$ cat config.mk
export PLATFORM = sky130hd
export DESIGN_NAME = sorted_breakpoint_blend_lookup
export DESIGN_NICKNAME = d
export VERILOG_FILES = /design/src/rtl/sbbl_pkg.sv /design/src/rtl/sbbl_div.sv /design/src/rtl/sorted_breakpoint_blend_lookup.sv
export SDC_FILE = /design/constraint.sdc
export NUM_CORES = 2
export LEC_CHECK = 0
export BUFFER_PORTS_ARGS = -buffer_cell sky130_fd_sc_hd__buf_2
export CAP_MARGIN = 20
export CELL_PAD_IN_SITES_DETAIL_PLACEMENT = 1
export CELL_PAD_IN_SITES_GLOBAL_PLACEMENT = 2
export CORE_AREA = 2 2 358 431
export CTS_CLUSTER_SIZE = 40
export DETAILED_ROUTE_END_ITERATION = 8
export DIE_AREA = 0 0 360 433
export PLACE_DENSITY_LB_ADDON = 0.1
export REMOVE_ABC_BUFFERS = 1
export SYNTH_ARGS = -nofsm -noshare
export SYNTH_HDL_FRONTEND = slang
export SYNTH_HIERARCHICAL = 1
export SYNTH_SLANG_ARGS = --single-unit
$ cat constraint.sdc
create_clock -name clk -period 9 [get_ports clk]
set_input_delay 2.25 -clock clk [delete_from_list [all_inputs] [get_ports clk]]
set_output_delay 2.25 -clock clk [all_outputs]
set_load 0.02 [all_outputs]
$ cat src/rtl/sbbl_pkg.sv
// Shared types and codes of the sorted breakpoint blend lookup.
package sbbl_pkg;

	localparam int unsigned MAX_BREAKPOINTS_DEF = 16;

	// Width of the divider operands.
	localparam int unsigned DVD_W = 32;
	localparam int unsigned DVS_W = 16;

	localparam logic CMD_INSERT = 1'b0;
	localparam logic CMD_QUERY  = 1'b1;

	localparam logic [2:0] STATUS_INSERTED = 3'd0;
	localparam logic [2:0] STATUS_REJECTED = 3'd1;
	localparam logic [2:0] STATUS_SINGLE   = 3'd2;
	localparam logic [2:0] STATUS_BLEND    = 3'd3;
	localparam logic [2:0] STATUS_EMPTY    = 3'd4;

	typedef struct packed {
		logic               command;
		logic signed [15:0] value;
		logic [7:0]         sample_id;
		logic [14:0]        time_step;
	} req_t;

	typedef struct packed {
		logic [2:0]         status;
		logic [7:0]         first_id;
		logic [7:0]         second_id;
		logic [15:0]        blend_factor;
		logic signed [15:0] scaled_step;
	} rsp_t;

endpackage

$ cat src/rtl/sbbl_div.sv
// Restoring unsigned divider that produces one quotient bit per cycle.
module sbbl_div (
	input  logic                       clk,
	input  logic                       arst_n,
	input  logic                       start,
	input  logic [sbbl_pkg::DVD_W-1:0] dividend,
	input  logic [sbbl_pkg::DVS_W-1:0] divisor,
	output logic                       done,
	output logic [sbbl_pkg::DVD_W-1:0] quotient
);

	localparam int unsigned CNT_W = $clog2(sbbl_pkg::DVD_W + 1);

	logic [CNT_W-1:0]           cnt_q;
	logic                       done_q;
	logic [sbbl_pkg::DVS_W-1:0] rem_q;
	logic [sbbl_pkg::DVD_W-1:0] quo_q;
	logic [sbbl_pkg::DVS_W:0]   trial;
	logic [sbbl_pkg::DVS_W:0]   diff;
	logic                       fits;

	always_comb begin
		trial = {rem_q, quo_q[sbbl_pkg::DVD_W-1]};
		diff  = trial - {1'b0, divisor};
		fits  = trial >= {1'b0, divisor};
	end

	always_ff @(posedge clk or negedge arst_n) begin
		if (!arst_n) begin
			cnt_q  <= '0;
			done_q <= 1'b0;
		end else if (start) begin
			cnt_q  <= CNT_W'(sbbl_pkg::DVD_W);
			done_q <= 1'b0;
		end else begin
			done_q <= (cnt_q == CNT_W'(1));
			if (cnt_q != '0) begin
				cnt_q <= cnt_q - CNT_W'(1);
			end
		end
	end

	// The dividend shifts out of the top of quo_q while quotient bits enter at the bottom.
	always_ff @(posedge clk) begin
		if (start) begin
			rem_q <= '0;
			quo_q <= dividend;
		end else if (cnt_q != '0) begin
			rem_q <= fits ? diff[sbbl_pkg::DVS_W-1:0] : trial[sbbl_pkg::DVS_W-1:0];
			quo_q <= {quo_q[sbbl_pkg::DVD_W-2:0], fits};
		end
	end

	assign done     = done_q;
	assign quotient = quo_q;

endmodule

$ cat src/rtl/sorted_breakpoint_blend_lookup.sv
// Top level of the sorted breakpoint blend lookup: table memory, sequencer and result register.
// The block holds one item at a time. An insert scans the sorted table one entry per cycle
// up to its place, shifts the entries above it up one slot per cycle and then writes the
// new entry (a rejected insert ends after the scan, an insert into a full table ends
// without a scan). A query reads the last entry, scans up to the lower bound one entry per
// cycle and, when it blends or scales the time step, runs the bit-serial divider. The
// table memory has one read and one write port and needs no clearing after reset. The
// result sits in an output register, so the sequencer takes the next item while a result
// is still stalled.
module sorted_breakpoint_blend_lookup #(
	parameter int unsigned MAX_BREAKPOINTS = sbbl_pkg::MAX_BREAKPOINTS_DEF
) (
	input  logic           clk,
	input  logic           arst_n,
	input  logic           req_valid,
	output logic           req_stall,
	input  sbbl_pkg::req_t req,
	output logic           rsp_valid,
	input  logic           rsp_stall,
	output sbbl_pkg::rsp_t rsp,
	input  logic           cfg_wen,
	input  logic [15:0]    cfg_wdata
);

	localparam int unsigned CNT_W = $clog2(MAX_BREAKPOINTS + 1);
	localparam int unsigned IDX_W = $clog2(MAX_BREAKPOINTS);

	typedef struct packed {
		logic signed [15:0] value;
		logic [7:0]         id;
	} entry_t;

	typedef enum logic [8:0] {
		S_IDLE   = 9'b000000001,
		S_HI     = 9'b000000010,
		S_SCAN   = 9'b000000100,
		S_EVAL   = 9'b000001000,
		S_SHIFT  = 9'b000010000,
		S_WRITE  = 9'b000100000,
		S_DIVGO  = 9'b001000000,
		S_DIVW   = 9'b010000000,
		S_RESULT = 9'b100000000
	} state_t;

	function automatic logic near(input logic signed [15:0] a, input logic signed [15:0] b,
			input logic [15:0] tol);
		logic [16:0] d;
		logic [16:0] m;
		d = {a[15], a} - {b[15], b};
		m = d[16] ? (~d + 17'd1) : d;
		return m < {1'b0, tol};
	endfunction

	entry_t mem [MAX_BREAKPOINTS];
	entry_t rd_q;
	logic [IDX_W-1:0] rd_addr;
	logic             wr_en;
	logic [IDX_W-1:0] wr_addr;
	entry_t           wr_data;

	state_t             state_q;
	sbbl_pkg::req_t     item_q;
	sbbl_pkg::rsp_t     res_q;
	sbbl_pkg::rsp_t     rsp_q;
	logic               rsp_valid_q;
	logic [15:0]        tol_q;
	logic [CNT_W-1:0]   count_q;
	logic [CNT_W-1:0]   idx_q;
	logic [CNT_W-1:0]   pos_q;
	logic [CNT_W-1:0]   k_q;
	logic signed [15:0] lo_q;
	logic signed [15:0] hi_q;
	entry_t             prev_q;
	entry_t             cur_q;
	logic               neg_q;
	logic               blend_mode_q;
	logic [sbbl_pkg::DVD_W-1:0] dvd_q;
	logic [sbbl_pkg::DVS_W-1:0] dvs_q;

	logic [CNT_W-1:0]   cnt_m1;
	logic [CNT_W-1:0]   idx_p1;
	logic [CNT_W-1:0]   k_m1;
	logic [CNT_W-1:0]   k_m2;
	logic               full;
	logic [2:0]         init_status;
	logic               have_prev;
	logic               have_cur;
	logic               near_prev;
	logic               near_cur;
	logic               single_cur;
	logic               single_prev;
	logic               v_lt_lo;
	logic               v_gt_hi;
	logic signed [15:0] cl;
	logic               scale_en;
	logic [16:0]        v_ext;
	logic [16:0]        cl_ext;
	logic [16:0]        v_mag;
	logic [16:0]        cl_mag;
	logic [31:0]        prod;
	logic [16:0]        num;
	logic [16:0]        den;
	logic               out_free;
	logic               div_start;
	logic               div_done;
	logic [sbbl_pkg::DVD_W-1:0] div_quo;
	logic [15:0]        sat_step;

	always_comb begin
		cnt_m1    = count_q - CNT_W'(1);
		idx_p1    = idx_q + CNT_W'(1);
		k_m1      = k_q - CNT_W'(1);
		k_m2      = k_q - CNT_W'(2);
		full      = count_q == CNT_W'(MAX_BREAKPOINTS);
		init_status = (req.command == sbbl_pkg::CMD_INSERT)
			? (full ? sbbl_pkg::STATUS_REJECTED : sbbl_pkg::STATUS_INSERTED)
			: sbbl_pkg::STATUS_EMPTY;
		have_prev = pos_q != '0;
		have_cur  = pos_q != count_q;
		near_prev = have_prev && near(prev_q.value, item_q.value, tol_q);
		near_cur  = have_cur && near(cur_q.value, item_q.value, tol_q);
		// A lower bound of zero always has a current entry, since the table is not empty.
		single_cur  = !have_prev || near_cur;
		single_prev = near_prev || !have_cur;
		v_lt_lo   = item_q.value < lo_q;
		v_gt_hi   = item_q.value > hi_q;
		cl        = v_lt_lo ? lo_q : (v_gt_hi ? hi_q : item_q.value);
		scale_en  = (v_lt_lo || v_gt_hi) && (cl != 16'sd0);
		v_ext     = {item_q.value[15], item_q.value};
		cl_ext    = {cl[15], cl};
		v_mag     = v_ext[16] ? (~v_ext + 17'd1) : v_ext;
		cl_mag    = cl_ext[16] ? (~cl_ext + 17'd1) : cl_ext;
		prod      = 32'(item_q.time_step) * 32'(v_mag[15:0]);
		num       = {item_q.value[15], item_q.value} - {prev_q.value[15], prev_q.value};
		den       = {cur_q.value[15], cur_q.value} - {prev_q.value[15], prev_q.value};
		out_free  = !rsp_valid_q || !rsp_stall;
		div_start = state_q == S_DIVGO;
	end

	// Scaled step: the divider returns a magnitude, the sign comes from value and clamp.
	always_comb begin
		if (neg_q) begin
			sat_step = (div_quo > 32'd32768) ? 16'h8000 : (~div_quo[15:0] + 16'd1);
		end else begin
			sat_step = (div_quo > 32'd32767) ? 16'h7FFF : div_quo[15:0];
		end
	end

	always_comb begin
		case (state_q)
			S_IDLE:  rd_addr = (req.command == sbbl_pkg::CMD_QUERY) ? cnt_m1[IDX_W-1:0] : '0;
			S_HI:    rd_addr = '0;
			S_SCAN:  rd_addr = idx_p1[IDX_W-1:0];
			S_EVAL:  rd_addr = cnt_m1[IDX_W-1:0];
			S_SHIFT: rd_addr = k_m2[IDX_W-1:0];
			default: rd_addr = '0;
		endcase
		wr_en   = (state_q == S_SHIFT) || (state_q == S_WRITE);
		wr_addr = (state_q == S_SHIFT) ? k_q[IDX_W-1:0] : pos_q[IDX_W-1:0];
		wr_data = (state_q == S_SHIFT) ? rd_q : entry_t'{item_q.value, item_q.sample_id};
	end

	always_ff @(posedge clk) begin
		if (wr_en) begin
			mem[wr_addr] <= wr_data;
		end
		rd_q <= mem[rd_addr];
	end

	sbbl_div u_div (
		.clk      (clk),
		.arst_n   (arst_n),
		.start    (div_start),
		.dividend (dvd_q),
		.divisor  (dvs_q),
		.done     (div_done),
		.quotient (div_quo)
	);

	always_ff @(posedge clk or negedge arst_n) begin
		if (!arst_n) begin
			state_q     <= S_IDLE;
			rsp_valid_q <= 1'b0;
			tol_q       <= 16'd1;
			count_q     <= '0;
		end else begin
			if (cfg_wen) begin
				tol_q <= cfg_wdata;
			end
			if (rsp_valid_q && !rsp_stall && state_q != S_RESULT) begin
				rsp_valid_q <= 1'b0;
			end
			case (state_q)
				S_IDLE: begin
					if (req_valid) begin
						if (req.command == sbbl_pkg::CMD_INSERT) begin
							if (full) begin
								state_q <= S_RESULT;
							end else if (count_q == '0) begin
								state_q <= S_WRITE;
							end else begin
								state_q <= S_SCAN;
							end
						end else if (count_q == '0) begin
							state_q <= S_RESULT;
						end else begin
							state_q <= S_HI;
						end
					end
				end
				S_HI: begin
					state_q <= S_SCAN;
				end
				S_SCAN: begin
					if (rd_q.value >= item_q.value || idx_p1 == count_q) begin
						state_q <= S_EVAL;
					end
				end
				S_EVAL: begin
					if (item_q.command == sbbl_pkg::CMD_INSERT) begin
						if (near_prev || near_cur) begin
							state_q <= S_RESULT;
						end else if (pos_q == count_q) begin
							state_q <= S_WRITE;
						end else begin
							state_q <= S_SHIFT;
						end
					end else if (scale_en || !(single_cur || single_prev)) begin
						state_q <= S_DIVGO;
					end else begin
						state_q <= S_RESULT;
					end
				end
				S_SHIFT: begin
					if (k_m1 == pos_q) begin
						state_q <= S_WRITE;
					end
				end
				S_WRITE: begin
					count_q <= count_q + CNT_W'(1);
					state_q <= S_RESULT;
				end
				S_DIVGO: begin
					state_q <= S_DIVW;
				end
				S_DIVW: begin
					if (div_done) begin
						state_q <= S_RESULT;
					end
				end
				S_RESULT: begin
					if (out_free) begin
						rsp_valid_q <= 1'b1;
						state_q     <= S_IDLE;
					end
				end
				default: begin
					state_q <= S_IDLE;
				end
			endcase
		end
	end

	// Payload side of the sequencer.
	always_ff @(posedge clk) begin
		case (state_q)
			S_IDLE: begin
				item_q <= req;
				res_q  <= '{status: init_status, first_id: 8'd0, second_id: 8'd0,
					blend_factor: 16'd0, scaled_step: 16'sd0};
				pos_q  <= '0;
				idx_q  <= '0;
			end
			S_HI: begin
				hi_q <= rd_q.value;
			end
			S_SCAN: begin
				if (idx_q == '0) begin
					lo_q <= rd_q.value;
				end
				if (rd_q.value < item_q.value) begin
					prev_q <= rd_q;
					idx_q  <= idx_p1;
					pos_q  <= idx_p1;
				end else begin
					cur_q <= rd_q;
					pos_q <= idx_q;
				end
			end
			S_EVAL: begin
				k_q <= count_q;
				if (item_q.command == sbbl_pkg::CMD_INSERT) begin
					if (near_prev || near_cur) begin
						res_q.status <= sbbl_pkg::STATUS_REJECTED;
					end
				end else begin
					res_q.scaled_step <= {1'b0, item_q.time_step};
					if (single_cur) begin
						res_q.status   <= sbbl_pkg::STATUS_SINGLE;
						res_q.first_id <= cur_q.id;
					end else if (single_prev) begin
						res_q.status   <= sbbl_pkg::STATUS_SINGLE;
						res_q.first_id <= prev_q.id;
					end else begin
						res_q.status    <= sbbl_pkg::STATUS_BLEND;
						res_q.first_id  <= prev_q.id;
						res_q.second_id <= cur_q.id;
					end
					neg_q <= item_q.value[15] ^ cl[15];
					if (scale_en) begin
						blend_mode_q <= 1'b0;
						dvd_q        <= prod;
						dvs_q        <= cl_mag[15:0];
					end else begin
						blend_mode_q <= 1'b1;
						dvd_q        <= {num[15:0], 16'h0000};
						dvs_q        <= den[15:0];
					end
				end
			end
			S_SHIFT: begin
				k_q <= k_m1;
			end
			S_DIVW: begin
				if (div_done) begin
					if (blend_mode_q) begin
						res_q.blend_factor <= div_quo[15:0];
					end else begin
						res_q.scaled_step <= sat_step;
					end
				end
			end
			S_RESULT: begin
				if (out_free) begin
					rsp_q <= res_q;
				end
			end
			default: begin
				res_q <= res_q;
			end
		endcase
	end

	assign req_stall = state_q != S_IDLE;
	assign rsp_valid = rsp_valid_q;
	assign rsp       = rsp_q;

endmodule

==> results.toml <==
[outcome]
status = "complete, no violations"

[setup_path]
crit_required_ps = 9460
endpoint_kind = "flip-flop"
cp_common_cell = "fa_1"
r2r_cells = 28
crit_type = "reg2reg"
critPathMaxStageDelay_ps = 550
r2r-end = "dvd_q[28]"
crit_slowest_cell = "fa_1"
crit_arrival_ps = 8820
rrSetupSlack_ps = 640
r2r-start = "item_q[28]"
worst-path-max-fanout = 6
startpoint_type = "flip-flop"

[final_layout]
fillers = 16705
drive_gt1_share_pct = 10.8
syn_to_final_growth_pct = 14.3
fin_area_sq_mm = 0.0518
final_common_cell = "nand2_1"
final_cell_mix = "708 x nand2_1, 698 x edfxtp_1, 350 x inv_1"
finalNetCount = 4793

[sta]
relSlewSlack_pct = 28.9
period_minus_slack_ps = 8360
min_period_over_period_pct = 92.9
clock_skew_ps = 40.7
fmax_mhz = 120
hold_viol_final = 0
holdWs_ps = 417
rsz0062_at_grt = "no"
finalSetupViolCount = 0
final.setup.tns_ps = 0
tightest_slew_ps = 1060
finalMaxSlewViolations = 0

[drt]
wire_per_inst_um = 23.6
ant_nets = 0
drt_first_pass_iters = 5
vias_per_cell = 4.95
vias = 31368
wl_um = 149000
drc = 0
drt_iter0_drc = 1643

[synthesis]
synth_top_area_share_pct = 46.2
synthCells = 4144
ys.flop_type = "edfxtp_1"
synth_edf_count = 698
synth.area.top_cells = "edfxtp_1 46%, fa_1 8.2%, ha_1 7.3%"
ys_ff_latch = 776
avgSynthCellArea_sq_um = 10.9
yosysWarnings = 6
synth_area_leader_cell = "edfxtp_1"
synth_area_sq_mm = 0.0453
ys_seq_area_share_pct = 50.1
async_reset_ff_share_pct = 4.90
synth_cell_types = 102

[clocking]
cts.sinks = 776
cts.clk_slew.worst_paths_ps = 60
htree_levels = 3
clockBufferDepth = 3
clock_latency_ps = 730
cts_tree = "yes"
postCtsHoldBufs = 0
numCtsBuffers = 92
cts-root-buf = "clkbuf_16"

[global_route]
grt_use_total_pct = 19.2
grt_max_degree = 169
grt_pass1_vias = 33689
grt_pass1_wl_um = 224000
antenna_found_initial = 7
overflow = 0

[placed_design]
place_congestion = 0.832
place_area_sq_mm = 0.0488
post-dp-hpwl_um = 104000
io_buffers = 113

[floorplanning]
dieArea_sq_mm = 0.156
die_h_um = 433
core-area_sq_mm = 0.152
die-width_um = 360
start_util_pct = 29.9
io_pins = 114
rows = 157

[hold_path]
min_to = "rsp[40]"
hp-class = "reg2reg"
min_from = "res_q[40]"
holdPathStages = 0

[flow_run]
maxCapViolations = 0
==> repair_timing <==
action,in CTS,in global routing
gates resized for setup,1,4
setup endpoints to repair,2,3
buffers inserted,0,0
==> cells by family (layout without fill, tap and decap cells) <==
group / count (synthesis) / count (layout) / share of synthesized area, %
XOR/XNOR: 157 / 157 / 3.03
adder cells (fa/ha/maj): 450 / 450 / 15.5
buffers and inverters: 543 / 753 / 4.64
other: 0 / 2 / 0
flip-flops: 776 / 776 / 50.1
AO/OA/AOI/OAI: 724 / 724 / 10.6
multiplexers: 59 / 59 / 1.40
AND/OR/NAND/NOR: 1435 / 1435 / 14.7
==> per-stage QoR <==
step	worst slack (ps)	utilization, %	cells
after global placement	45.9	32.1	6173
after global routing	56.6	34.1	6341
after floorplan	1140	-	3957
final	642	34.1	6343
after detailed placement	-92.7	32.1	6174
after CTS	118	34.1	6340
==> cell usage after synthesis, types with 16 or more instances <==
| cell type | count |
|---|---|
| nor3_1 | 48 |
| xnor2_1 | 109 |
| mux2_2 | 35 |
| a21oi_1 | 147 |
| xor2_1 | 48 |
| a21o_1 | 43 |
| nand3_1 | 97 |
| clkbuf_1 | 147 |
| buf_2 | 28 |
| and3_1 | 85 |
| inv_1 | 352 |
| ha_1 | 265 |
| nand2b_1 | 24 |
| a311oi_1 | 49 |
| nand2_1 | 708 |
| a31oi_1 | 73 |
| edfxtp_1 | 698 |
| fa_1 | 185 |
| mux2i_1 | 24 |
| o21ai_0 | 157 |
| a211oi_1 | 38 |
| o21a_1 | 33 |
| o21ai_1 | 25 |
| o31ai_1 | 16 |
| nand4_1 | 19 |
| nor2b_1 | 18 |
| nor4_1 | 24 |
| dfxtp_1 | 40 |
| nor2_1 | 180 |
| dfrtp_1 | 36 |
| and2_1 | 162 |
==> worst max path at each step <==
stage,from,endpoint,slack [ps],cells after the start
detailed placement,item_q[28],dvd_q[28],-90,28
CTS,item_q[28],dvd_q[28],120,28
finish,item_q[28],dvd_q[28],640,28
global route,item_q[28],dvd_q[28],60,31
floorplan,item_q[27],dvd_q[28],1140,27
global placement,item_q[28],dvd_q[28],50,28
==> worst max-delay path, delay by kind of cell, from the launching register on <==
family | cells | cell delay, ps
buf+inv | 4 | 220
xor+xnor | 1 | 230
fa+ha+maj | 7 | 3400
compound gates | 10 | 2410
flops | 1 | 510
simple gates | 6 | 1310
==> cell type report <==
| class | count | area, sq um | share of cell area, % |
|---|---|---|---|
| diodes | 2 | 5.00 | 0.00966 |
| flip-flops and latches | 776 | 22700 | 43.8 |
| repair buffers | 231 | 1500 | 2.89 |
| clock buffers | 126 | 2520 | 4.87 |
| multi-input cells | 2825 | 20800 | 40.1 |
| inverters | 356 | 1340 | 2.58 |
| well taps | 1987 | 2490 | 4.80 |
| clock inverters | 40 | 457 | 0.881 |
==> state kept, by name (all words and copies together), names as in the netlist, 6 cells and up <==
register,count
cur_q,24
dvd_q,32
dvs_q,16
hi_q,16
item_q,40
lo_q,16
mem,384
prev_q,24
rd_q,24
res_q,51
rsp,51
state_q,9
tol_q,16
u_div/cnt_q,6
u_div/quotient,32
u_div/rem_q,16
==> per-layer routing <==
layer  global-route usage [%]  up-vias  routed length (um)
met3                     1.90      160                3530
met2                     34.9      337               76300
met1                     24.1    16005               65900
li1                         -    14864                   -
met4                     5.63        2                3810
met5                        0        -                  13
Power is not shown: default switching activity piles up to over one toggle a cycle in this logic, so the estimate is an artifact.
